$ cat config.mk
export PLATFORM = sky130hd
export DESIGN_NAME = fxalu_div_step
export DESIGN_NICKNAME = d
export VERILOG_FILES = /design/src/rtl/core/fxalu_pkg.sv /design/src/rtl/core/fxalu_div_step.sv
export SDC_FILE = /design/constraint.sdc
export NUM_CORES = 1
export LEC_CHECK = 0
export ABC_AREA = 1
export BUFFER_PORTS_ARGS = -buffer_cell sky130_fd_sc_hd__buf_4
export CAP_MARGIN = 20
export CORE_AREA = 5 5 155 112
export CTS_CLUSTER_SIZE = 8
export DETAILED_ROUTE_END_ITERATION = 16
export DIE_AREA = 0 0 160 117
export PLACE_DENSITY = 0.76
export SETUP_SLACK_MARGIN = 0.3
export SLEW_MARGIN = 10
export SYNTH_ARGS = -nofsm -noshare
export SYNTH_HDL_FRONTEND = slang
export SYNTH_SLANG_ARGS = --single-unit
$ cat constraint.sdc
create_clock -name i_clk -period 3.25 [get_ports i_clk]
set_input_delay 0.4875 -clock i_clk [delete_from_list [all_inputs] [get_ports i_clk]]
set_output_delay 0.4875 -clock i_clk [all_outputs]
set_load 0.01 [all_outputs]
$ cat src/rtl/core/fxalu_pkg.sv
// ----------------------------------------------------------------------------
// Fixed-point ALU package
// Shared word width, operation codes, item types and pipeline control struct.
// ----------------------------------------------------------------------------
package fxalu_pkg;

    // Raw word width, fixed by the item fields.
    localparam int WORD_BITS = 32;

    // Default number of fraction bits (Q24.8).
    localparam int FRAC_BITS_DEF = 8;

    // Operation codes.
    localparam logic [3:0] KIND_ADD      = 4'd0;
    localparam logic [3:0] KIND_SUB      = 4'd1;
    localparam logic [3:0] KIND_MUL      = 4'd2;
    localparam logic [3:0] KIND_DIV      = 4'd3;
    localparam logic [3:0] KIND_MIN      = 4'd4;
    localparam logic [3:0] KIND_MAX      = 4'd5;
    localparam logic [3:0] KIND_INC      = 4'd6;
    localparam logic [3:0] KIND_DEC      = 4'd7;
    localparam logic [3:0] KIND_FROM_INT = 4'd8;
    localparam logic [3:0] KIND_TO_INT   = 4'd9;

    // One input item.
    typedef struct packed {
        logic [3:0]                  kind;
        logic signed [WORD_BITS-1:0] operand_a;
        logic signed [WORD_BITS-1:0] operand_b;
    } t_in_item;

    // One result item.
    typedef struct packed {
        logic signed [WORD_BITS-1:0] result;
        logic                        less;
        logic                        equal;
        logic                        greater;
        logic                        div_by_zero;
    } t_out_item;

    // Control that travels with each item down the pipeline.
    typedef struct packed {
        logic valid;
        logic is_div;
        logic neg;
        logic div_by_zero;
        logic less;
        logic equal;
        logic greater;
    } t_ctl;

endpackage

$ cat src/rtl/core/fxalu_div_step.sv
// ----------------------------------------------------------------------------
// Fixed-point ALU divide step
// One restoring-division step: produces one quotient bit per stage. Items
// that are not divides pass through unchanged.
// ----------------------------------------------------------------------------
module fxalu_div_step #(
    parameter int FRAC_BITS = fxalu_pkg::FRAC_BITS_DEF
) (
    input  logic                                        i_clk,
    input  logic                                        i_rst_n,
    input  logic                                        i_en,
    input  fxalu_pkg::t_ctl                             i_ctl,
    input  logic [fxalu_pkg::WORD_BITS+FRAC_BITS-1:0]   i_acc,
    input  logic [fxalu_pkg::WORD_BITS-1:0]             i_rem,
    input  logic [fxalu_pkg::WORD_BITS-1:0]             i_dvs,
    output fxalu_pkg::t_ctl                             o_ctl,
    output logic [fxalu_pkg::WORD_BITS+FRAC_BITS-1:0]   o_acc,
    output logic [fxalu_pkg::WORD_BITS-1:0]             o_rem,
    output logic [fxalu_pkg::WORD_BITS-1:0]             o_dvs
);

    localparam int W = fxalu_pkg::WORD_BITS;
    localparam int N = W + FRAC_BITS;

    logic [W-1:0]    shifted;
    logic [W:0]      diff;
    logic            borrow;
    logic [N-1:0]    n_acc;
    logic [W-1:0]    n_rem;

    fxalu_pkg::t_ctl r_ctl;
    logic [N-1:0]    r_acc;
    logic [W-1:0]    r_rem;
    logic [W-1:0]    r_dvs;

    // The partial remainder stays below the divisor magnitude, which is at
    // most half the word range, so bringing down one bit still fits a word.
    assign shifted = {i_rem[W-2:0], i_acc[N-1]};
    assign diff    = {1'b0, shifted} - {1'b0, i_dvs};
    assign borrow  = diff[W];

    // Trial subtract; the quotient bit enters at the bottom of the accumulator.
    always_comb begin
        if (i_ctl.is_div) begin
            n_acc = {i_acc[N-2:0], ~borrow};
            n_rem = borrow ? shifted : diff[W-1:0];
        end else begin
            n_acc = i_acc;
            n_rem = i_rem;
        end
    end

    // Stage register.
    always_ff @(posedge i_clk) begin
        if (!i_rst_n) begin
            r_ctl <= '0;
        end else if (i_en) begin
            r_ctl <= i_ctl;
            r_acc <= n_acc;
            r_rem <= n_rem;
            r_dvs <= i_dvs;
        end
    end

    assign o_ctl = r_ctl;
    assign o_acc = r_acc;
    assign o_rem = r_rem;
    assign o_dvs = r_dvs;

endmodule

== Word-level counts from Yosys, hierarchy flattened ==
Index checks and enable logic that the tools add are counted.

* $add $sub $neg: 1
* Mux-type cells: 3
* Bitwise logic cells: 1
* Reduce and logical (&&, ||, !) cells: 1

{| class="wikitable"
|+ Operator list
! kind !! count
|-
| 32-bit two-way mux || 2
|-
| 40-bit two-way mux || 1
|-
| 32-bit by 32-bit subtractor with 33-bit output || 1
|-
| 2-bit AND reduction || 1
|-
| 1-bit NOT || 1
|}

* Flip-flop bits (word level): 111
* Bits of input ports: 114
* Output and inout port bits: 111
* Logic and storage cells: 16

== Depth between registers and ports, before layout ==
* Depth in word-level cells: 3
* Gate-level depth with buffers: 16

== Worst setup path after synthesis ==
Ideal clock, no wire load.

* Path kind: input to register
* Start point: input i_en
* End point: register r_acc[0] (netlist: o_acc[0]), enable pin
* Setup time: 0.458 ns
* Data arrival time: 2.806 ns
* Required time: 2.792 ns
* Slack: -0.013 ns
* Cell stages on the path: 3
* Buffers on the path: 1
* Cells stage by stage: clkbuf_1 > nand2_1 > inv_1

* Cells in the longest elaborated chain, start to end: 1

{| class="wikitable"
|+ RTL lines
! what !! RTL line !! text
|-
| start: declaration || fxalu_div_step.sv:11 || <nowiki>input logic i_en,</nowiki>
|-
| 2-bit AND reduction (no line) || n/a ||
|-
| end signal: assignment || fxalu_div_step.sv:59 || <nowiki>r_acc <= n_acc;</nowiki>
|-
| end: declaration || fxalu_div_step.sv:32 || <nowiki>logic [N-1:0] r_acc;</nowiki>
|}

Every way passes these cells.
A chain may end at the register's enable or synchronous reset.

== Worst setup path in the final report ==
* Start point: input i_acc[39] (netlist name)
* End point: register r_rem[21] (netlist: o_rem[21]), data pin

* Cells in the longest elaborated chain, start to end: 3

{| class="wikitable"
|+ RTL lines
! what !! RTL line !! text
|-
| start: declaration || fxalu_div_step.sv:13 || <nowiki>input logic [fxalu_pkg::WORD_BITS+FRAC_BITS-1:0] i_acc,</nowiki>
|-
| 32-bit by 32-bit subtractor with 33-bit output || fxalu_div_step.sv:39 || <nowiki>assign diff = {1'b0, shifted} - {1'b0, i_dvs};</nowiki>
|-
| 32-bit two-way mux || fxalu_div_step.sv:46 || <nowiki>n_rem = borrow ? shifted : diff[W-1:0];</nowiki>
|-
| 32-bit two-way mux || fxalu_div_step.sv:44 || <nowiki>if (i_ctl.is_div) begin</nowiki>
|-
| via n_rem[21] || fxalu_div_step.sv:29 || <nowiki>logic [W-1:0] n_rem;</nowiki>
|-
| end signal: assignment || fxalu_div_step.sv:60 || <nowiki>r_rem <= n_rem;</nowiki>
|-
| end: declaration || fxalu_div_step.sv:33 || <nowiki>logic [W-1:0] r_rem;</nowiki>
|}

The timed path passes the listed nets, and every way through them passes these cells.

==> flow_summary.toml <==
[detailed_routing]
wl_per_cell_um = 15.4
drt_iter0_markers = 563
postRouteAntennaNets = 0
drc = 0
via_count = 6796
vias_per_cell = 4.85
drt_wl_total_um = 21600
first_pass_iters = 5

[cells_and_area]
nets = 1338
layout_commonest_cell = "nand2_1"
layout_common_cells = "nand2_1, buf_4, inv_1"
drive_above_1_share_pct = 22.7
stdcell_count = 1401
synthToLayoutAreaGrowth_pct = 29.9
n_antenna_cell = 0

[pwr]
power_density_mw_per_mm2 = 412
pwr-share-seq_pct = 44.5
power_frac_comb_pct = 26.8
peakVddDrop_v = 0.000276
p_sw_share_pct = 31.3
switching_power_mw = 1.21
p_leak_nw = 4.91
p_int_mw = 2.67
clkPwrFrac_pct = 28.8

[clock_tree]
post-cts-setup-buffers = 0
cts_resized = 0
cts.clk_slew.worst_paths_ns = 0.08
cts_made_buffers = 9
hold_buffers = 0
htree_levels = 3
cts_root_buffer = "clkbuf_16"
cts_buffer_depth = 2
clk_latency_ns = 0.36
cts_tree = "done"
cts_sinks = 111

[floorplan]
start_util_pct = 45.7
core-area_mm2 = 0.0159
die_area_mm2 = 0.0187
die_w_um = 160
placementRows = 39
num_io_pins = 225
die_height_um = 117

[setup_path]
cpPeakStageDelay_ns = 0.37
end_kind = "register"
critical_path_class = "primary input to register"
critPathLaunchType = "primary input"
required_ns = 3.48
cp_max_fo = 11
cp_cell_sequence = "buf_4 -> inv_1 -> ha_1 -> fa_1 -> inv_1 -> nand2_1 -> nand2_1 -> nand3_1 -> nand2_2 -> nand2_2 -> nand2_2 -> nand2_4 -> a21oi_4 -> buf_4 -> nand2_1 -> nand3_1"
crit_buf_inv = 4
cp_slowest_cell = "fa_1"
crit_family = "simple AND/OR/NAND/NOR gates"
cp.arrival_ns = 2.63

[timing]
worst_clock_skew_ns = 0
slew_viol_final = 0
tightest_slew_ns = 0.475
tns_ns = 0
hold_viol = 0
rsz0062_at_grt = "false"
fin_crit_ns = 2.40
finalSetupViolCount = 0
fmax_mhz = 417
maxSlewHeadroom_pct = 68.3
min_period_over_period_pct = 73.8

[logic_synthesis]
synth-edff-count = 104
yosysTopAreaCell = "edfxtp_1"
avgSynthCellArea_um2 = 7.48
async_reset_ff_share_pct = 0
synth_nets = 1115
synthDistinctLibCells = 37
yosys_most_used_dff = "edfxtp_1"
synth_seq_cells = 111
syn_area_mm2 = 0.00724
yosys_warnings = 0
synth_cells = 968
synthDominantCellAreaShare_pct = 43.1
ys_seq_area_share_pct = 45.0
synthTopCellsByArea = "edfxtp_1, nand2_1, inv_1"

[placed_design]
gp_congestion = 0.932
placed_cells = 1385
port_buffers = 224
dp_hpwl_um = 17400

[flow_run]
cap_violations = 0

[global_route]
grt_start_max_net_pins = 41
grt_antenna_before_repair = 0
grt_overflow = 0
first_global_vias = 6450
track_usage_pct = 22.9
grt_pass1_wl_um = 34000

[min_path]
hold_path.class = "primary input to register"

[status]
status = "complete, no violations"
==> routing by layer <==
| metal | share of wire (%) | GRT usage (%) |
|---|---|---|
| met1 | 47 | 31.5 |
| met5 | 0 | 0 |
| met4 | 1.9 | 6.07 |
| met3 | 7.3 | 5.64 |
| met2 | 44 | 36.8 |
==> registers in the layout, indices dropped and copies added, names as in the netlist <==
name   count
o_dvs     32
o_ctl      7
o_rem     32
o_acc     40
==> stage by stage <==
step / hold WS [ns] / area [um^2] / util, % / worst slack (ns) / total power, mW
after global routing: 0.296 / 9410 / 59.4 / 0.652 / 4.09
after detailed placement: 0.494 / 9130 / 57.5 / 0.486 / 2.79
final: 0.306 / 9410 / 59.4 / 0.850 / 3.88
after CTS: 0.295 / 9410 / 59.4 / 0.858 / 3.91
after global placement: 0.480 / 9130 / 57.5 / 0.519 / 2.78
after floorplan: 0.533 / 7250 / - / 0.578 / 2.35
==> logic make-up (layout without fill, tap and decap cells) <==
kind of cell	after synthesis	in the layout	share of synthesized area (%)
buffers and inverters	207	435	11.3
XOR/XNOR	10	10	1.21
adder cells (fa/ha/maj)	33	33	5.80
AND/OR/NAND/NOR	539	539	31.4
flip-flops	111	111	45.0
AO/OA/AOI/OAI	68	68	5.23
==> synthesized netlist by cell type, types with 3 or more instances <==
cell,count
nand3b_1,8
dfxtp_1,7
nand3_1,63
clkbuf_1,10
nor2_2,3
nand2_1,351
nand3_2,3
ha_1,32
o21bai_1,3
inv_1,187
nor2_1,74
nor3_1,4
buf_6,3
o21ai_0,46
xor2_1,10
edfxtp_1,104
nand4_1,10
and2_1,4
nor4_1,3
nand2_2,9
a21oi_1,14
==> power groups by stage <==
stage / Sequential [mW] / Combinational, mW / Clock [mW]
after detailed placement: 1.76 / 1.03 / 0
after global routing: 1.74 / 1.16 / 1.20
final: 1.72 / 1.04 / 1.12
after global placement: 1.76 / 1.02 / 0
after floorplan: 1.82 / 0.533 / 0
after CTS: 1.73 / 1.04 / 1.14
==> worst reg2reg max path, stage by stage (launching register included) <==
cell     delay (ns)
dfxtp_1        0.31
o21ai_0        0.15
nor2_1         0.06
==> worst paths after layout <==
path	startpoint	endpoint	slack, ns	cells after the start
max	i_acc[39]	o_rem[21]	0.85	16
min	i_dvs[5]	o_dvs[5]	0.31	1
max reg2reg	o_ctl[0]	o_ctl[0]	2.62	2
min reg2reg	o_ctl[4]	o_ctl[4]	0.51	2
==> final cells by class <==
type	instances	area, um^2
fill	1507	6440
sequential	111	3260
multi-input combinational	650	3160
timing repair buffer	231	1730
inverter	188	709
tap	205	256
clock buffer	10	229
clock inverter	6	60.1
Note: power is estimated with default switching activity, not from simulation.
