**src/rtl/core/fxalu_pkg.sv**
```systemverilog
// ----------------------------------------------------------------------------
// Fixed-point ALU package
// Shared word width, operation codes, item types and pipeline control struct.
// ----------------------------------------------------------------------------
package fxalu_pkg;

    // Raw word width, fixed by the item fields.
    localparam int WORD_BITS = 32;

    // Default number of fraction bits (Q24.8).
    localparam int FRAC_BITS_DEF = 8;

    // Operation codes.
    localparam logic [3:0] KIND_ADD      = 4'd0;
    localparam logic [3:0] KIND_SUB      = 4'd1;
    localparam logic [3:0] KIND_MUL      = 4'd2;
    localparam logic [3:0] KIND_DIV      = 4'd3;
    localparam logic [3:0] KIND_MIN      = 4'd4;
    localparam logic [3:0] KIND_MAX      = 4'd5;
    localparam logic [3:0] KIND_INC      = 4'd6;
    localparam logic [3:0] KIND_DEC      = 4'd7;
    localparam logic [3:0] KIND_FROM_INT = 4'd8;
    localparam logic [3:0] KIND_TO_INT   = 4'd9;

    // One input item.
    typedef struct packed {
        logic [3:0]                  kind;
        logic signed [WORD_BITS-1:0] operand_a;
        logic signed [WORD_BITS-1:0] operand_b;
    } t_in_item;

    // One result item.
    typedef struct packed {
        logic signed [WORD_BITS-1:0] result;
        logic                        less;
        logic                        equal;
        logic                        greater;
        logic                        div_by_zero;
    } t_out_item;

    // Control that travels with each item down the pipeline.
    typedef struct packed {
        logic valid;
        logic is_div;
        logic neg;
        logic div_by_zero;
        logic less;
        logic equal;
        logic greater;
    } t_ctl;

endpackage

```
**src/rtl/core/fxalu_prep.sv**
```systemverilog
// ----------------------------------------------------------------------------
// Fixed-point ALU operand stage
// Computes compare flags, the multiply and all other non-divide results, and
// prepares the divider's dividend magnitude, divisor magnitude and sign.
// ----------------------------------------------------------------------------
module fxalu_prep #(
    parameter int FRAC_BITS = fxalu_pkg::FRAC_BITS_DEF
) (
    input  logic                                        i_clk,
    input  logic                                        i_rst_n,
    input  logic                                        i_en,
    input  logic                                        i_valid,
    input  fxalu_pkg::t_in_item                         i_item,
    output fxalu_pkg::t_ctl                             o_ctl,
    output logic [fxalu_pkg::WORD_BITS+FRAC_BITS-1:0]   o_acc,
    output logic [fxalu_pkg::WORD_BITS-1:0]             o_rem,
    output logic [fxalu_pkg::WORD_BITS-1:0]             o_dvs
);

    localparam int W = fxalu_pkg::WORD_BITS;
    localparam int N = W + FRAC_BITS;

    logic signed [W-1:0]   sa;
    logic signed [W-1:0]   sb;
    logic [W-1:0]          ua;
    logic [W-1:0]          ub;
    logic signed [2*W-1:0] prod;
    logic                  lt;
    logic                  gt;
    logic                  eq;
    logic                  b_zero;
    logic                  is_div;
    logic                  dz;
    logic                  na;
    logic                  nb;
    logic [W-1:0]          ma;
    logic [W-1:0]          mb;
    logic [W-1:0]          res;

    fxalu_pkg::t_ctl       r_ctl;
    fxalu_pkg::t_ctl       n_ctl;
    logic [N-1:0]          r_acc;
    logic [N-1:0]          n_acc;
    logic [W-1:0]          r_dvs;

    assign sa = $signed(i_item.operand_a);
    assign sb = $signed(i_item.operand_b);
    assign ua = i_item.operand_a;
    assign ub = i_item.operand_b;

    // Signed compare flags, given for every operation.
    assign lt = sa < sb;
    assign gt = sb < sa;
    assign eq = ua == ub;

    // Full signed product; the result word is taken above the fraction bits.
    assign prod = sa * sb;

    // Divide control and operand magnitudes.
    assign b_zero = ub == '0;
    assign is_div = (i_item.kind == fxalu_pkg::KIND_DIV) && !b_zero;
    assign dz     = (i_item.kind == fxalu_pkg::KIND_DIV) && b_zero;
    assign na     = ua[W-1];
    assign nb     = ub[W-1];
    assign ma     = na ? (~ua + W'(1)) : ua;
    assign mb     = nb ? (~ub + W'(1)) : ub;

    // Results of the operations that finish in this stage.
    always_comb begin
        case (i_item.kind)
            fxalu_pkg::KIND_ADD:      res = ua + ub;
            fxalu_pkg::KIND_SUB:      res = ua - ub;
            fxalu_pkg::KIND_MUL:      res = prod[FRAC_BITS+W-1:FRAC_BITS];
            fxalu_pkg::KIND_MIN:      res = lt ? ua : ub;
            fxalu_pkg::KIND_MAX:      res = gt ? ua : ub;
            fxalu_pkg::KIND_INC:      res = ua + W'(1);
            fxalu_pkg::KIND_DEC:      res = ua - W'(1);
            fxalu_pkg::KIND_FROM_INT: res = ua << FRAC_BITS;
            fxalu_pkg::KIND_TO_INT:   res = W'(sa >>> FRAC_BITS);
            default:                  res = '0;
        endcase
    end

    // The accumulator holds the shifted dividend for a divide and the
    // finished result for everything else.
    always_comb begin
        n_ctl.valid       = i_valid;
        n_ctl.is_div      = is_div;
        n_ctl.neg         = is_div && (na != nb);
        n_ctl.div_by_zero = dz;
        n_ctl.less        = lt;
        n_ctl.equal       = eq;
        n_ctl.greater     = gt;
        if (is_div) begin
            n_acc = N'(ma) << FRAC_BITS;
        end else begin
            n_acc = N'(res);
        end
    end

    // Stage register.
    always_ff @(posedge i_clk) begin
        if (!i_rst_n) begin
            r_ctl <= '0;
        end else if (i_en) begin
            r_ctl <= n_ctl;
            r_acc <= n_acc;
            r_dvs <= mb;
        end
    end

    assign o_ctl = r_ctl;
    assign o_acc = r_acc;
    assign o_rem = '0;
    assign o_dvs = r_dvs;

endmodule

```
**config.mk**
```make
export PLATFORM = sky130hd
export DESIGN_NAME = fxalu_prep
export DESIGN_NICKNAME = d
export VERILOG_FILES = /design/src/rtl/core/fxalu_pkg.sv /design/src/rtl/core/fxalu_prep.sv
export SDC_FILE = /design/constraint.sdc
export NUM_CORES = 2
export LEC_CHECK = 0
export ABC_AREA = 1
export BUFFER_PORTS_ARGS = -buffer_cell sky130_fd_sc_hd__buf_4
export CORE_ASPECT_RATIO = 1.75
export CORE_MARGIN = 8
export CORE_UTILIZATION = 37
export DETAILED_ROUTE_END_ITERATION = 8
export PLACE_DENSITY = 0.62
export SLEW_MARGIN = 30
export SYNTH_ARGS = -nofsm -noshare
export SYNTH_HDL_FRONTEND = slang
export SYNTH_SLANG_ARGS = --single-unit
```
**constraint.sdc**
```tcl
create_clock -name i_clk -period 11.45 [get_ports i_clk]
set_clock_uncertainty 0.05 [all_clocks]
set_input_delay 2.29 -clock i_clk [delete_from_list [all_inputs] [get_ports i_clk]]
set_output_delay 2.29 -clock i_clk [all_outputs]
set_load 0.005 [all_outputs]
```
Yosys cells after proc, flatten, opt, wreduce, memory -nomap -nowiden --
Index checks and enable logic that the tools add are counted.
Cells by class: equality and inequality tests 11, reduce and logical (&&, ||, !) cells 8, divide/modulo/power cells 0, shifts and indexed selects 0, muxes and demuxes 6, add/sub/neg operators 6, multipliers 1, $lt $le $gt $ge 2, bitwise operators 2
Operators by type and width (number):
- 32-bit one-hot mux with 9 select lines | 1
- 32-bit by 1-bit adder with 32-bit output, second input constant | 3
- 32-bit two-way mux | 3
- 32-bit less-than comparator | 2
- 32-bit NOT | 2
- 31-bit two-way mux | 2
- 32-bit by 32-bit multiplier with 40-bit output | 1
- 32-bit adder | 1
- 32-bit == test | 1
- 32-bit logical NOT | 1
- 32-bit by 1-bit subtractor with 32-bit output, second input constant | 1
- 32-bit subtractor | 1
- 4-bit by 3-bit == test with 1-bit output, second input constant | 4
- 4-bit by 2-bit == test with 1-bit output, second input constant | 2
- 4-bit == test, second input constant | 2
- 4-bit by 1-bit == test with 1-bit output, second input constant | 1
- 4-bit logical NOT | 1
- 2-bit AND reduction | 2
- 1-bit logical AND | 3
- 1-bit logical NOT | 1
- 1-bit != test | 1
Word-level totals: memory bits (writable) 0, memories 0, bits in registers 79, latch bits 0, bits in read-only memories 0

Depth between registers and ports, before layout --
word-level depth 4, gate-level depth with buffers 37, mapped depth without buffers 35

Least setup slack after synthesis --
Ideal clock, no wire load.
path type input to register, from in i_item[42] (netlist bit), to reg r_acc[26] (netlist: o_acc[26]) (data pin), stages on the path 26, arrival time 8.607 ns, path buffers 3, setup slack 2.538 ns, setup time 0.256 ns, data required time 11.144 ns, cells stage by stage clkbuf_1 -> clkbuf_1 -> buf_1 -> nand2_1 -> inv_1 -> fa_1 -> fa_1 -> inv_1 -> fa_1 -> fa_1 -> inv_1 -> fa_1 -> fa_1 -> fa_1 -> fa_1 -> ha_1 -> a21oi_1 -> inv_1 -> a31oi_1 -> o21ai_0 -> a211oi_1 -> nand3b_1 -> nand3_1 -> nand3_1 -> nor2_1 -> nand2_1
On the way: longest elaborated chain between the ends 4
Ends and longest elaborated chain:
- from (decl) | RTL line fxalu_prep.sv:13 | input fxalu_pkg::t_in_item i_item,
- parallel branches: the longest is 3 deep, another holds 32-bit by 32-bit multiplier with 40-bit output
- 32-bit two-way mux (*) | RTL line fxalu_prep.sv:94 | if (is_div) begin
- net n_acc[26] | RTL line fxalu_prep.sv:43 | logic [N-1:0] n_acc;
- to (signal assigned) | RTL line fxalu_prep.sv:107 | r_acc <= n_acc;
- to (decl) | RTL line fxalu_prep.sv:42 | logic [N-1:0] r_acc;
Mark *: on every way through the listed nets, which the timed path passes. A chain may end at the register's enable or synchronous reset.

Worst setup path after layout --
from in i_item[63] (netlist bit), to reg r_acc[31] (netlist: o_acc[31]) (data pin)
On the way: longest elaborated chain between the ends 4
Ends and longest elaborated chain (RTL line):
- parallel branches: the longest is 3 deep, another holds 32-bit by 32-bit multiplier with 40-bit output
- 32-bit two-way mux (*) | fxalu_prep.sv:94
- net n_acc[31] | fxalu_prep.sv:43
Marks and branches as above.

==> reports/metrics.csv <==
stage;metric;value;unit
clock_network;clk_latency;0.41;ns
global_route;grt_pass1_wl;222000;um
synthesis;ys.flop_type;edfxtp_1;
worst_setup_path;cp-endpoint;o_acc[31];
global_route;grt_antenna_before_repair;4;
sta;max_freq;103;MHz
sta;slew_headroom;0.338;
synthesis;synth_area;0.0364;mm^2
global_route;gr-total-overflow;0;
synthesis;syn_avg_cell_area;7.05;um^2
die;boundaryPins;183;
worst_setup_path;crit_fanout;39;
synthesis;yosys.cell_types.count;51;
clock_network;cts_tree;built;
worst_hold_path;hp-class;reg -> reg;
clock_network;clkTransAtPathRegs;0.08;ns
synthesis;synth-simple-area-share;0.229;
worst_setup_path;crit_path_end_kind;flip-flop;
clock_network;holdBufCountCts;0;
clock_network;h-tree-depth;3;
worst_setup_path;reg2reg_depth;2;
detailed_routing;drcViolationCount;0;
finish;area_delta_synth_final;6.04;%
synthesis;yosys.area_share.adder;0.448;
detailed_routing;firstDrtPassIters;7;
worst_setup_path;r2r_slack;10.77;ns
die;die_area;0.109;mm^2
placement;pre_cts_ws;1.41;ns
sta;min_period;9.75;ns
worst_setup_path;cp-start-kind;primary input;
sta;fin_crit_sh;0.851;
global_route;grt_start_max_net_pins;55;
finish;drive_gt1_frac;0.0483;
detailed_routing;vias;33600;
synthesis;synth_top_family_by_area;adder cells;
synthesis;ys_warn_count;0;
clock_network;postCtsResizedCells;0;
job;cap_violations;0;
worst_setup_path;worstPathArrival;9.83;ns
clock_network;post_cts_buffers;0;
synthesis;synth_xor_xnor_area_share;0.0135;
worst_setup_path;required;11.53;ns
clock_network;numCtsBuffers;9;
die;num_rows;152;
sta;drv_slew;0;
finish;nNetsFinal;6096;
sta;rsz0062_at_grt;no;
detailed_routing;drtIter0Drc;2456;
sta;worst_slew_pin_slew;0.991;ns
worst_setup_path;critPathKind;in -> reg;
synthesis;netlist_instances;5159;
sta;hold_viol_final;0;
synthesis;synth_compound_area_frac;0.0745;
die;placeableCoreArea;0.0978;mm^2
placement;gp_routability_congestion;1.04;
clock_network;cts-root-buf;clkbuf_16;
detailed_routing;antenna_left;0;
worst_setup_path;reg2reg_to;o_ctl[0];
global_route;grtUsageTotal;0.274;
clock_network;clock_path_buffers;2;
synthesis;ys_seq_area_frac;0.0633;
detailed_routing;vias_per_cell;5.23;
die;start_util;0.372;
synthesis;ys_seq_elements;79;
synthesis;synth_edf_count;72;
sta;tns;0;ns
global_route;grt_pass1_vias;36400;
die;die_y;431;um
worst_setup_path;startpoint;i_item[63];
status;status;completed;
die;die_w;253;um
detailed_routing;wl;148000;um
placement;dp_hpwl;115000;um
placement;portBuffers;150;
synthesis;synthArstFlopShare;0;
worst_hold_path;hold_path.startpoint;o_ctl[5];
sta;setup_viol;0;
worst_setup_path;rr_startpoint;o_ctl[0];
clock_network;clkSinkCount;79;
synthesis;muxShareOfSynthArea;0;
sta;layout_setup_ws;1.70;ns
detailed_routing;wl_per_cell;23.1;um
[critical path: stages]
cell	delay, ns
buf_4	0.48
nand2_1	0.20
inv_1	0.17
fa_1	0.46
fa_1	0.51
fa_1	0.67
inv_1	0.14
fa_1	0.60
fa_1	0.45
fa_1	0.57
fa_1	0.46
fa_1	0.57
inv_1	0.06
ha_1	0.33
inv_1	0.09
nor3_1	0.51
and3_1	0.34
nand3_1	0.18
nand3_1	0.32
nand3_1	0.12
nand3_1	0.11
nand4_1	0.13
[per-stage QoR]
step | hold slack (ns) | instances | cell area, um^2 | util
5_1_grt | 0.444 | 6424 | 38600 | 0.394
3_3_place_gp | 0.409 | 6406 | 38200 | 0.391
3_5_place_dp | 0.409 | 6407 | 38200 | 0.391
2_1_floorplan | 0.412 | 5190 | 36500 | -
4_1_cts | 0.420 | 6423 | 38600 | 0.394
6_report | 0.419 | 6425 | 38600 | 0.394
[synthesized netlist by cell type (5+ instances only)]
master | count | area, um^2
xor2_1 | 42 | 368
o211ai_1 | 33 | 248
buf_4 | 37 | 278
ha_1 | 271 | 3390
fa_1 | 644 | 12900
or2_2 | 15 | 93.8
inv_2 | 8 | 30.0
nand3_1 | 207 | 1040
xnor2_1 | 14 | 123
and3_1 | 5 | 31.3
o21bai_1 | 16 | 120
o21ai_1 | 9 | 45.0
o221ai_1 | 6 | 52.6
clkbuf_1 | 155 | 582
buf_1 | 49 | 184
o21a_1 | 7 | 52.6
buf_6 | 7 | 78.8
nand2_1 | 1416 | 5320
o22ai_1 | 16 | 100
nor3_1 | 31 | 155
inv_1 | 1335 | 5010
nand3b_1 | 26 | 195
buf_2 | 15 | 75.1
o21ai_0 | 159 | 796
nor2_1 | 223 | 837
nor2_2 | 6 | 37.5
a21oi_1 | 186 | 931
nand4_1 | 44 | 275
nor4_1 | 16 | 100
nand2_2 | 12 | 75.1
dfxtp_1 | 7 | 140
a31oi_1 | 17 | 106
edfxtp_1 | 72 | 2160
a21o_1 | 16 | 120
[logic make-up after synthesis]
logic type	Yosys count
buf+inv	1610
xor+xnor	56
fa+ha+maj	915
flops	79
compound gates	482
other cells	1
simple gates	2016
[routing by layer]
metal / vias to the layer above / wire (um) / global-route usage
met5: - / 0 / 0
met4: 0 / 12000 / 0.186
met3: 534 / 8310 / 0.0290
met2: 1458 / 77500 / 0.506
met1: 16500 / 50500 / 0.287
li1: 15100 / - / -
[flip-flops by register name (all words and copies together) (netlist names)]
name / flops
o_acc: 40
o_dvs: 32
o_ctl: 7
[cell type report]
| cell class | instances | area (um^2) |
|---|---|---|
| fillers | 10500 | 59200 |
| flip-flops and latches | 79 | 2300 |
| inverters | 1347 | 5060 |
| well taps | 1309 | 1640 |
| clock buffers | 9 | 225 |
| clock inverters | 7 | 80.1 |
| multi-input cells | 3501 | 27900 |
| diodes | 2 | 5.00 |
| repair buffers | 171 | 1300 |
[worst min-delay path by stage]
stage / to / cells after the start
floorplan: o_ctl[1] / 2
global placement: o_ctl[5] / 2
detailed placement: o_ctl[5] / 2
CTS: o_ctl[5] / 2
global route: o_ctl[5] / 2
finish: o_ctl[5] / 2
[layout by cell type (no fill, tap or decap), drive strengths merged, types with 26 or more instances in the layout]
| cell type | instances |
|---|---|
| nor3 | 37 |
| buf | 171 |
| xor2 | 42 |
| conb | 32 |
| nand4 | 45 |
| ha | 271 |
| o21ai | 168 |
| nand3 | 210 |
| nor2 | 230 |
| nand2 | 1429 |
| edfxtp | 72 |
| inv | 1343 |
| a21oi | 186 |
| nand3b | 26 |
| fa | 644 |
| o211ai | 33 |
Power is left out: the tool's default activity adds up to more than one toggle a clock period on the data nets, which glitch-free logic cannot reach.
