===== src/rtl/core/fxalu_pkg.sv =====
// ----------------------------------------------------------------------------
// Fixed-point ALU package
// Shared word width, operation codes, item types and pipeline control struct.
// ----------------------------------------------------------------------------
package fxalu_pkg;

    // Raw word width, fixed by the item fields.
    localparam int WORD_BITS = 32;

    // Default number of fraction bits (Q24.8).
    localparam int FRAC_BITS_DEF = 8;

    // Operation codes.
    localparam logic [3:0] KIND_ADD      = 4'd0;
    localparam logic [3:0] KIND_SUB      = 4'd1;
    localparam logic [3:0] KIND_MUL      = 4'd2;
    localparam logic [3:0] KIND_DIV      = 4'd3;
    localparam logic [3:0] KIND_MIN      = 4'd4;
    localparam logic [3:0] KIND_MAX      = 4'd5;
    localparam logic [3:0] KIND_INC      = 4'd6;
    localparam logic [3:0] KIND_DEC      = 4'd7;
    localparam logic [3:0] KIND_FROM_INT = 4'd8;
    localparam logic [3:0] KIND_TO_INT   = 4'd9;

    // One input item.
    typedef struct packed {
        logic [3:0]                  kind;
        logic signed [WORD_BITS-1:0] operand_a;
        logic signed [WORD_BITS-1:0] operand_b;
    } t_in_item;

    // One result item.
    typedef struct packed {
        logic signed [WORD_BITS-1:0] result;
        logic                        less;
        logic                        equal;
        logic                        greater;
        logic                        div_by_zero;
    } t_out_item;

    // Control that travels with each item down the pipeline.
    typedef struct packed {
        logic valid;
        logic is_div;
        logic neg;
        logic div_by_zero;
        logic less;
        logic equal;
        logic greater;
    } t_ctl;

endpackage


===== src/rtl/core/fxalu_skid.sv =====
// ----------------------------------------------------------------------------
// Fixed-point ALU output buffer
// Output register with a skid entry; its ready comes from a register, so the
// pipeline keeps moving while one finished item waits downstream.
// ----------------------------------------------------------------------------
module fxalu_skid (
    input  logic                 i_clk,
    input  logic                 i_rst_n,
    input  logic                 i_valid,
    input  fxalu_pkg::t_out_item i_item,
    output logic                 o_ready,
    output logic                 o_valid,
    output fxalu_pkg::t_out_item o_item,
    input  logic                 i_ready
);

    logic                 r_out_valid;
    fxalu_pkg::t_out_item r_out;
    logic                 r_skid_valid;
    fxalu_pkg::t_out_item r_skid;
    logic                 out_free;

    assign out_free = !r_out_valid || i_ready;
    assign o_ready  = !r_skid_valid;

    // Refill the output register from the skid entry first, then from the
    // pipeline; park an incoming item in the skid entry while the output holds.
    always_ff @(posedge i_clk) begin
        if (!i_rst_n) begin
            r_out_valid  <= 1'b0;
            r_skid_valid <= 1'b0;
        end else if (out_free) begin
            if (r_skid_valid) begin
                r_out_valid  <= 1'b1;
                r_out        <= r_skid;
                r_skid_valid <= 1'b0;
            end else begin
                r_out_valid <= i_valid;
                r_out       <= i_item;
            end
        end else if (i_valid && !r_skid_valid) begin
            r_skid_valid <= 1'b1;
            r_skid       <= i_item;
        end
    end

    assign o_valid = r_out_valid;
    assign o_item  = r_out;

`ifndef ASSERT_OFF
    // The skid entry fills only behind a held output item.
    a_skid_behind_out: assert property (@(posedge i_clk) disable iff (!i_rst_n)
        r_skid_valid |-> r_out_valid)
        else $error("skid entry holds an item while the output register is empty");

    // Nothing is presented in the cycle after a reset edge.
    a_reset_empty: assert property (@(posedge i_clk)
        !i_rst_n |=> !r_out_valid && !r_skid_valid)
        else $error("output buffer not empty after reset");
`endif

endmodule


===== config.mk =====
export PLATFORM = sky130hd
export DESIGN_NAME = fxalu_skid
export DESIGN_NICKNAME = d
export VERILOG_FILES = /design/src/rtl/core/fxalu_pkg.sv /design/src/rtl/core/fxalu_skid.sv
export SDC_FILE = /design/constraint.sdc
export NUM_CORES = 1
export LEC_CHECK = 0
export ABC_AREA = 1
export BUFFER_PORTS_ARGS = -buffer_cell sky130_fd_sc_hd__buf_2
export CAP_MARGIN = 20
export CORE_MARGIN = 2
export CORE_UTILIZATION = 45
export CTS_CLUSTER_SIZE = 20
export DETAILED_ROUTE_END_ITERATION = 10
export GPL_TIMING_DRIVEN = 0
export PLACE_DENSITY = 0.76
export SKIP_LAST_GASP = 1
export SYNTH_ARGS = -nofsm -noshare
export SYNTH_HDL_FRONTEND = slang
export SYNTH_SLANG_ARGS = --single-unit

===== constraint.sdc =====
create_clock -name i_clk -period 9.2 [get_ports i_clk]
set_input_delay 1.38 -clock i_clk [delete_from_list [all_inputs] [get_ports i_clk]]
set_output_delay 1.38 -clock i_clk [all_outputs]
set_load 0.1 [all_outputs]

Yosys cells after proc, flatten, opt, wreduce, memory -nomap -nowiden
Cells that the tools add are included.
{"block": "totals", "ff_bits": 74, "latch_bits": 0, "mem_bits_rw": 0, "mem_bits_ro": 0, "in_bits": 40, "word_cells": 23, "n_memories": 0}
{"block": "op_classes", "add_sub_neg": 0, "multipliers": 0, "div": 0, "magnitude_cmp": 0, "n_eq_ne": 0, "shifts": 0, "n_mux": 2, "n_bitwise": 2, "n_reduce_logical": 7}
{"cell": "$mux 36", "n": 1}
{"cell": "$reduce_and 3->1", "n": 1}
{"cell": "$logic_not 1->1", "n": 2}
{"cell": "$not 1->1", "n": 2}
{"cell": "$reduce_and 2->1", "n": 1}
{"cell": "$reduce_or 2->1", "n": 1}
{"cell": "$logic_and 1x1->1", "n": 1}
{"cell": "$logic_or 1x1->1", "n": 1}
{"cell": "$mux 1", "n": 1}

Longest topological paths before layout
Gate-level depths: netlist of the first run.
{"block": "logic_depth", "depth_word": 4, "depth_mapped": 5, "ltp_nobuf": 3}

Worst setup path after synthesis of the first run
OpenSTA, ideal clock, no wires.
{"block": "synth_timing", "path_type": "input-to-reg", "startpoint": "input port i_ready", "endpoint": "register r_out, in the netlist o_item[0], enable pin", "t_arrival_ns": 4.059, "path_slack_ns": 4.656, "path_stages": 2, "path_buffers": 0, "cell_sequence": "inv_1 a21boi_0"}
{"block": "synth_between", "elab_chain_len": 2}
{"element": "from (decl)", "line": "fxalu_skid.sv:14", "text": "input logic i_ready"}
{"element": "$logic_or 1x1->1", "line": "fxalu_skid.sv:23", "text": "assign out_free = !r_out_valid || i_ready;"}
{"element": "$reduce_and 2->1 (no line)"}
{"element": "to (signal assigned)", "line": "fxalu_skid.sv:35", "text": "r_out <= r_skid;"}
{"element": "to (signal assigned)", "line": "fxalu_skid.sv:39", "text": "r_out <= i_item;"}
{"element": "to (decl)", "line": "fxalu_skid.sv:18", "text": "fxalu_pkg::t_out_item r_out;"}
Every way passes these cells.
A chain may end at the register's enable or synchronous reset.

Final worst setup path of the first run
{"block": "layout_timing", "startpoint": "register r_skid_valid", "endpoint": "output port o_ready"}
{"block": "layout_between", "elab_chain_len": 1}
{"element": "from (decl)", "line": "fxalu_skid.sv:19", "text": "logic r_skid_valid;"}
{"element": "from (signal assigned)", "line": "fxalu_skid.sv:31", "text": "r_skid_valid <= 1'b0;"}
{"element": "from (signal assigned)", "line": "fxalu_skid.sv:36", "text": "r_skid_valid <= 1'b0;"}
{"element": "from (signal assigned)", "line": "fxalu_skid.sv:42", "text": "r_skid_valid <= 1'b1;"}
{"element": "$logic_not 1->1", "line": "fxalu_skid.sv:24", "text": "assign o_ready = !r_skid_valid;"}
{"element": "to (decl)", "line": "fxalu_skid.sv:11", "text": "output logic o_ready,"}
Every way passes these cells.

==> results of run 1 <==
## layout make-up
cell class | instances | area, µm²
plain buffers | 8 | 70.1
clock buffers | 10 | 128
clock inverters | 5 | 46.3
fillers | 521 | 2440
inverters | 2 | 7.51
multi-input cells | 116 | 460
flip-flops and latches | 74 | 2200
well taps | 75 | 93.8
repair buffers | 79 | 433
## worst register-to-register path, stage by stage, from the launching register on
cell,delay [ns]
dfxtp_1,0.33
inv_2,0.05
buf_4,0.17
nand2_1,0.10
nor2_4,0.51
buf_16,0.24
## synth_stat cells (all sizes together)
cell type    n
nand3        1
edfxtp      72
nand2      110
o21ai        1
buf          8
inv          2
a21boi       1
dfxtp        2
nor2         3
## state kept, by name (all words and copies together) (netlist names)
register	flops
r_skid	36
r_skid_valid	1
o_item	36
o_valid	1
## how the worst min path moves through the flow
stage                         startpoint  depth (start not counted)  slack, ns              endpoint
floorplan            r_skid[0]$_DFFE_PP_                          2       0.49   o_item[0]$_DFFE_PP_
global placement    r_skid[19]$_DFFE_PP_                          2       0.50  o_item[19]$_DFFE_PP_
detailed placement  r_skid[13]$_DFFE_PP_                          2       0.50  o_item[13]$_DFFE_PP_
CTS                 r_skid[13]$_DFFE_PP_                          2       0.52  o_item[13]$_DFFE_PP_
global route        r_skid[13]$_DFFE_PP_                          2       0.53  o_item[13]$_DFFE_PP_
finish              r_skid[13]$_DFFE_PP_                          2       0.52  o_item[13]$_DFFE_PP_
## cell usage in the layout (no fill, tap or decap)
master and n:
nand2_1 110, o21ai_0 1, a21boi_4 1, buf_6 4
inv_1 1, clkinv_1 3, clkinv_2 1, nor2_1 2
bufinv_16 1, edfxtp_1 72, inv_2 1, nor2_4 1
buf_4 2, clkbuf_8 9, dfxtp_1 2, nand3_1 1
buf_2 79, buf_12 1, buf_16 1, clkbuf_1 1
## logic make-up (layout without fill, tap and decap cells)
kind of cell           Yosys count  after routing  share of synthesized area [%]
DFF                             74             74                           80.9
buffers and inverters           10            104                           2.85
and+or+nand+nor                114            114                           15.8
AOI/OAI and AO/OA                2              2                          0.460
## power groups by stage
| stage | clock, mW | combinational, mW | sequential, mW |
|---|---|---|---|
| after floorplan | 0 | 0.0162 | 0.477 |
| after global placement | 0 | 0.119 | 0.399 |
| after detailed placement | 0 | 0.123 | 0.398 |
| after CTS | 0.233 | 0.123 | 0.390 |
| after global routing | 0.246 | 0.128 | 0.391 |
| final | 0.227 | 0.122 | 0.390 |
## per-layer routing
layer  wire (µm)  vias up  GRT usage, %
li1            -      851             -
met1        2050      795          19.1
met2        2510       66          26.6
met3         399        6          5.16
met4          63        0          9.17
met5           0        -             0
## stage by stage
stage / instance area, µm² / cells / hold WS (ns) / setup WS [ns]
2_1_floorplan: 2720 / 200 / 0.494 / 4.66
3_3_place_gp: 3200 / 352 / 0.499 / 3.29
3_5_place_dp: 3270 / 354 / 0.502 / 6.37
4_1_cts: 3440 / 369 / 0.517 / 6.43
5_1_grt: 3440 / 369 / 0.534 / 6.38
6_report: 3440 / 369 / 0.522 / 6.45
==> flow_summary.yaml, run 1 <==
clocking:
  cts_buffer_depth: 2
  post_cts_buffers: 0
  cts_tree: "yes"
  clk_pin_slew_ns: 0.07
  root_buffer: "clkbuf_8"
  clkLatencyLatePin_ns: 0.33
  cts_max_level: 3
  post_cts_resized: 0
  cts_buffers: 9
  ctsHoldBuffers: 0
  cts_sinks: 74
floorplanning:
  io_pins: 78
  initial_core_util_pct: 46.2
  die_h_um: 81.8
  core_um2: 5890
  row_count: 28
  die_w_um: 81.8
  die_area_um2: 6690
timing:
  fin_skew_ns: 0.00813
  worst_pin_slew_ns: 0.614
  period_minus_slack_ns: 2.75
  rsz0062_at_grt: "no"
  slew_viol_final: 0
  hold_viol: 0
  setup_viol: 0
  finalCritPeriodShare_pct: 29.9
  setup_tns_ns: 0
  fmax_ghz: 0.364
  slew_headroom_pct: 59.0
critical_path:
  cp.depth: 3
  endpoint: "o_ready"
  crit_buf_inv: 3
  crit_start: "r_skid_valid$_SDFFE_PP0P_"
  critical-path-max-stage-delay_ns: 0.46
  crit_required_ns: 7.82
  rr_endpoint: "r_skid[15]$_DFFE_PP_"
  path_cells: "inv_2 > buf_2 > buf_2"
  crit_fanout: 10
  r2r_start: "r_skid_valid$_SDFFE_PP0P_"
  critPathMostFrequentCell: "buf_2"
  worst_setup_path_end_kind: "primary output"
  critical_path.top_delay_family: "buffers and inverters"
  rr_worst_depth: 5
  start_kind: "register"
  cp.arrival_ns: 1.37
  r2r_slack_ns: 7.50
  worstSetupPathType: "register to primary output"
  cp_slowest_cell: "buf_2"
synth:
  synth_cell_types: 12
  syn_avg_cell_area_um2: 13.6
  synth_seq_cells: 74
  ys.warnings.count: 0
  ys_top_cells_by_area: "edfxtp_1, nand2_1, buf_6"
  yosysTopAreaCellShare_pct: 79.4
  yosysTopAreaCell: "edfxtp_1"
  syn_area_um2: 2720
  yosysSeqAreaShare_pct: 80.9
  syn_inst: 200
  syn_nets: 240
routing:
  via_count: 1718
  wl_um: 5030
  drtPass1Iterations: 4
  drc: 0
  drt_iter0_markers: 76
  drt-vias-per-instance: 4.66
  ant_nets: 0
  wl_per_cell_um: 13.6
final_layout:
  drive_gt1_share_pct: 34.4
  fin_util_pct: 58.5
  diodes: 0
  nNetsFinal: 330
  syn2layout_area_growth_pct: 26.4
power_and_ir_drop:
  switchingPower_mw: 0.212
  internal-power_mw: 0.528
  leakage_nw: 1.48
  power.total_mw: 0.740
  p_comb_share_pct: 16.6
  vdd_drop_max_v: 0.000105
  seqPwrFrac_pct: 52.7
  powerDensity_nw_per_um2: 215
  power_switching_share_pct: 28.6
  clockPowerShare_pct: 30.7
grt:
  track_usage_pct: 16.3
  grt_overflow_total: 0
  grt_pass1_wl_um: 7870
  grt_pass1_vias: 1735
  antenna_found_initial: 0
  grt_max_degree: 29
place:
  place_congestion: 0.687
  hpwl_um: 3420
  port_buffers: 77
hold_path:
  worstHoldPathType: "register to register"
outcome:
  status: "completed"
run:
  maxCapViolations: 0
Note: power is estimated with default switching activity, not from simulation.
==> inputs of run 2 (changes only) <==
- PLACE_DENSITY: 0.76 -> 0.78
- clock period: 9.2 -> 2.5 ns (I/O delays scaled with it)
==> run 2 against run 1 <==
  * Clock power rose to 3.8 times the previous value
  * Hold slack got worse by 0.29 ns
  * Clock-buffer cell count rose by 2
  * Sequential cell count did not move
  * Final area fell by 0.47%
  * Global-route usage barely moved
  * Total power rose to 3.7 times the previous value
  * Core utilization fell by 0.28 points
  * Sequential power rose to 3.7 times the previous value
  * Wire length rose by 0.14%
==> flow_summary.yaml, run 2 (synthesized netlist as in run 1, its figures left out) <==
outcome:
  status: "completed"
critical_path:
  r2r_slack_ns: 0.63
  crit_buf_inv: 2
  rr_endpoint: "r_skid[16]$_DFFE_PP_"
  cp_slowest_cell: "nor2_4"
  crit_start: "r_skid_valid$_SDFFE_PP0P_"
  crit_required_ns: 2.45
  worst_setup_path_end_kind: "register"
  rr_worst_depth: 4
  crit_fanout: 36
  r2r_start: "r_skid_valid$_SDFFE_PP0P_"
  cp.arrival_ns: 1.82
  critical-path-max-stage-delay_ns: 0.80
  critical_path.top_delay_family: "simple AND/OR/NAND/NOR gates"
  start_kind: "register"
  endpoint: "r_skid[16]$_DFFE_PP_"
  path_cells: "inv_2 > buf_4 > nand2_1 > nor2_4"
  worstSetupPathType: "register to register"
  cp.depth: 4
timing:
  worst_pin_slew_ns: 1.03
  slew_viol_final: 0
  finalWorstSetupSlack_ns: 0.628
  hold_viol: 0
  fin_skew_ns: 0.00519
  slew_headroom_pct: 31.5
  period_minus_slack_ns: 1.87
  fmax_ghz: 0.534
  finalCritPeriodShare_pct: 74.9
  setup_tns_ns: 0
  rsz0062_at_grt: "no"
  setup_viol: 0
final_layout:
  drive_gt1_share_pct: 34.0
  diodes: 0
  final_common_cell: "nand2_1"
  nNetsFinal: 329
  fillCellCount: 503
  final_cell_mix: "nand2_1, buf_2, edfxtp_1"
  syn2layout_area_growth_pct: 25.8
grt:
  grt_overflow_total: 0
  grt_pass1_wl_um: 7910
  grt_pass1_vias: 1689
  track_usage_pct: 16.3
  grt_max_degree: 37
  antenna_found_initial: 0
power_and_ir_drop:
  switchingPower_mw: 0.790
  p_comb_share_pct: 16.4
  seqPwrFrac_pct: 52.4
  power_switching_share_pct: 28.8
  powerDensity_nw_per_um2: 801
  vdd_drop_max_v: 0.000430
  clockPowerShare_pct: 31.2
  internal-power_mw: 1.95
  leakage_nw: 1.47
clocking:
  root_buffer: "clkbuf_8"
  ctsHoldBuffers: 0
  cts_tree: "yes"
  post_cts_buffers: 0
  cts_buffer_depth: 2
  cts_sinks: 74
  cts_buffers: 9
  cts_max_level: 3
  clkLatencyLatePin_ns: 0.33
  post_cts_resized: 0
  clk_pin_slew_ns: 0.07
routing:
  via_count: 1690
  wl_per_cell_um: 13.6
  ant_nets: 0
  drc: 0
  wl_um: 5030
  drt-vias-per-instance: 4.58
  drtPass1Iterations: 4
  drt_iter0_markers: 106
hold_path:
  hp-start: "i_item[24]"
  worstHoldPathType: "input port to register"
floorplanning:
  io_pins: 78
  die_h_um: 81.8
  row_count: 28
  die_area_um2: 6690
  die_w_um: 81.8
  core_um2: 5890
  initial_core_util_pct: 46.2
place:
  post-place-ws_ns: 0.491
  place_congestion: 0.678
  port_buffers: 77
  hpwl_um: 3330
run:
  maxCapViolations: 0
==> run 2: cell count changes in the layout (fill, tap and decap cells not counted) <==
cell	delta
buf_12	-1
clkbuf_1	+2
clkinv_1	-1
==> run 2: stage by stage <==
stage	area, µm²	std cells	utilization, %	total power, mW	hold slack (ns)
after floorplan	2730	200	-	1.82	0.474
after global placement	3210	352	54.6	1.90	0.499
after detailed placement	3250	353	55.2	1.92	0.500
after CTS	3420	369	58.2	2.77	0.218
after global routing	3420	369	58.2	2.83	0.217
final	3420	369	58.2	2.74	0.233
==> run 2: cell type report <==
class                           count  area [µm²]  area share [%]
Clock inverter                      4        42.5            1.24
Sequential cell                    74        2200            64.3
Inverter                            2        7.51           0.219
Buffer                              8        70.1            2.05
Clock buffer                       12         135            3.95
Timing Repair Buffer               78         413            12.1
Multi-Input combinational cell    116         460            13.4
Tap cell                           75        93.8            2.74
==> run 2: power groups by stage <==
stage / Clock [mW] / Sequential [mW] / Combinational, mW
after CTS: 0.877 / 1.44 / 0.454
after floorplan: 0 / 1.75 / 0.0614
after detailed placement: 0 / 1.46 / 0.453
after global placement: 0 / 1.46 / 0.439
after global routing: 0.913 / 1.44 / 0.474
final: 0.856 / 1.44 / 0.450
==> run 2: metal layers <==
| layer | track usage (%) | wire length (µm) | vias up |
|---|---|---|---|
| met2 | 27.3 | 2510 | 48 |
| li1 | - | - | 849 |
| met3 | 3.96 | 286 | 8 |
| met4 | 7.00 | 64 | 0 |
| met1 | 20.2 | 2170 | 785 |
| met5 | 0 | 0 | - |
==> run 2: worst min-delay path by stage <==
stage / depth (start not counted) / slack [ns] / endpoint
6_report: 1 / 0.23 / r_skid[24]$_DFFE_PP_
5_1_grt: 1 / 0.22 / r_skid[17]$_DFFE_PP_
4_1_cts: 1 / 0.22 / r_skid[12]$_DFFE_PP_
3_5_place_dp: 2 / 0.50 / o_item[23]$_DFFE_PP_
3_3_place_gp: 2 / 0.50 / o_item[23]$_DFFE_PP_
2_1_floorplan: 0 / 0.47 / r_skid[0]$_DFFE_PP_
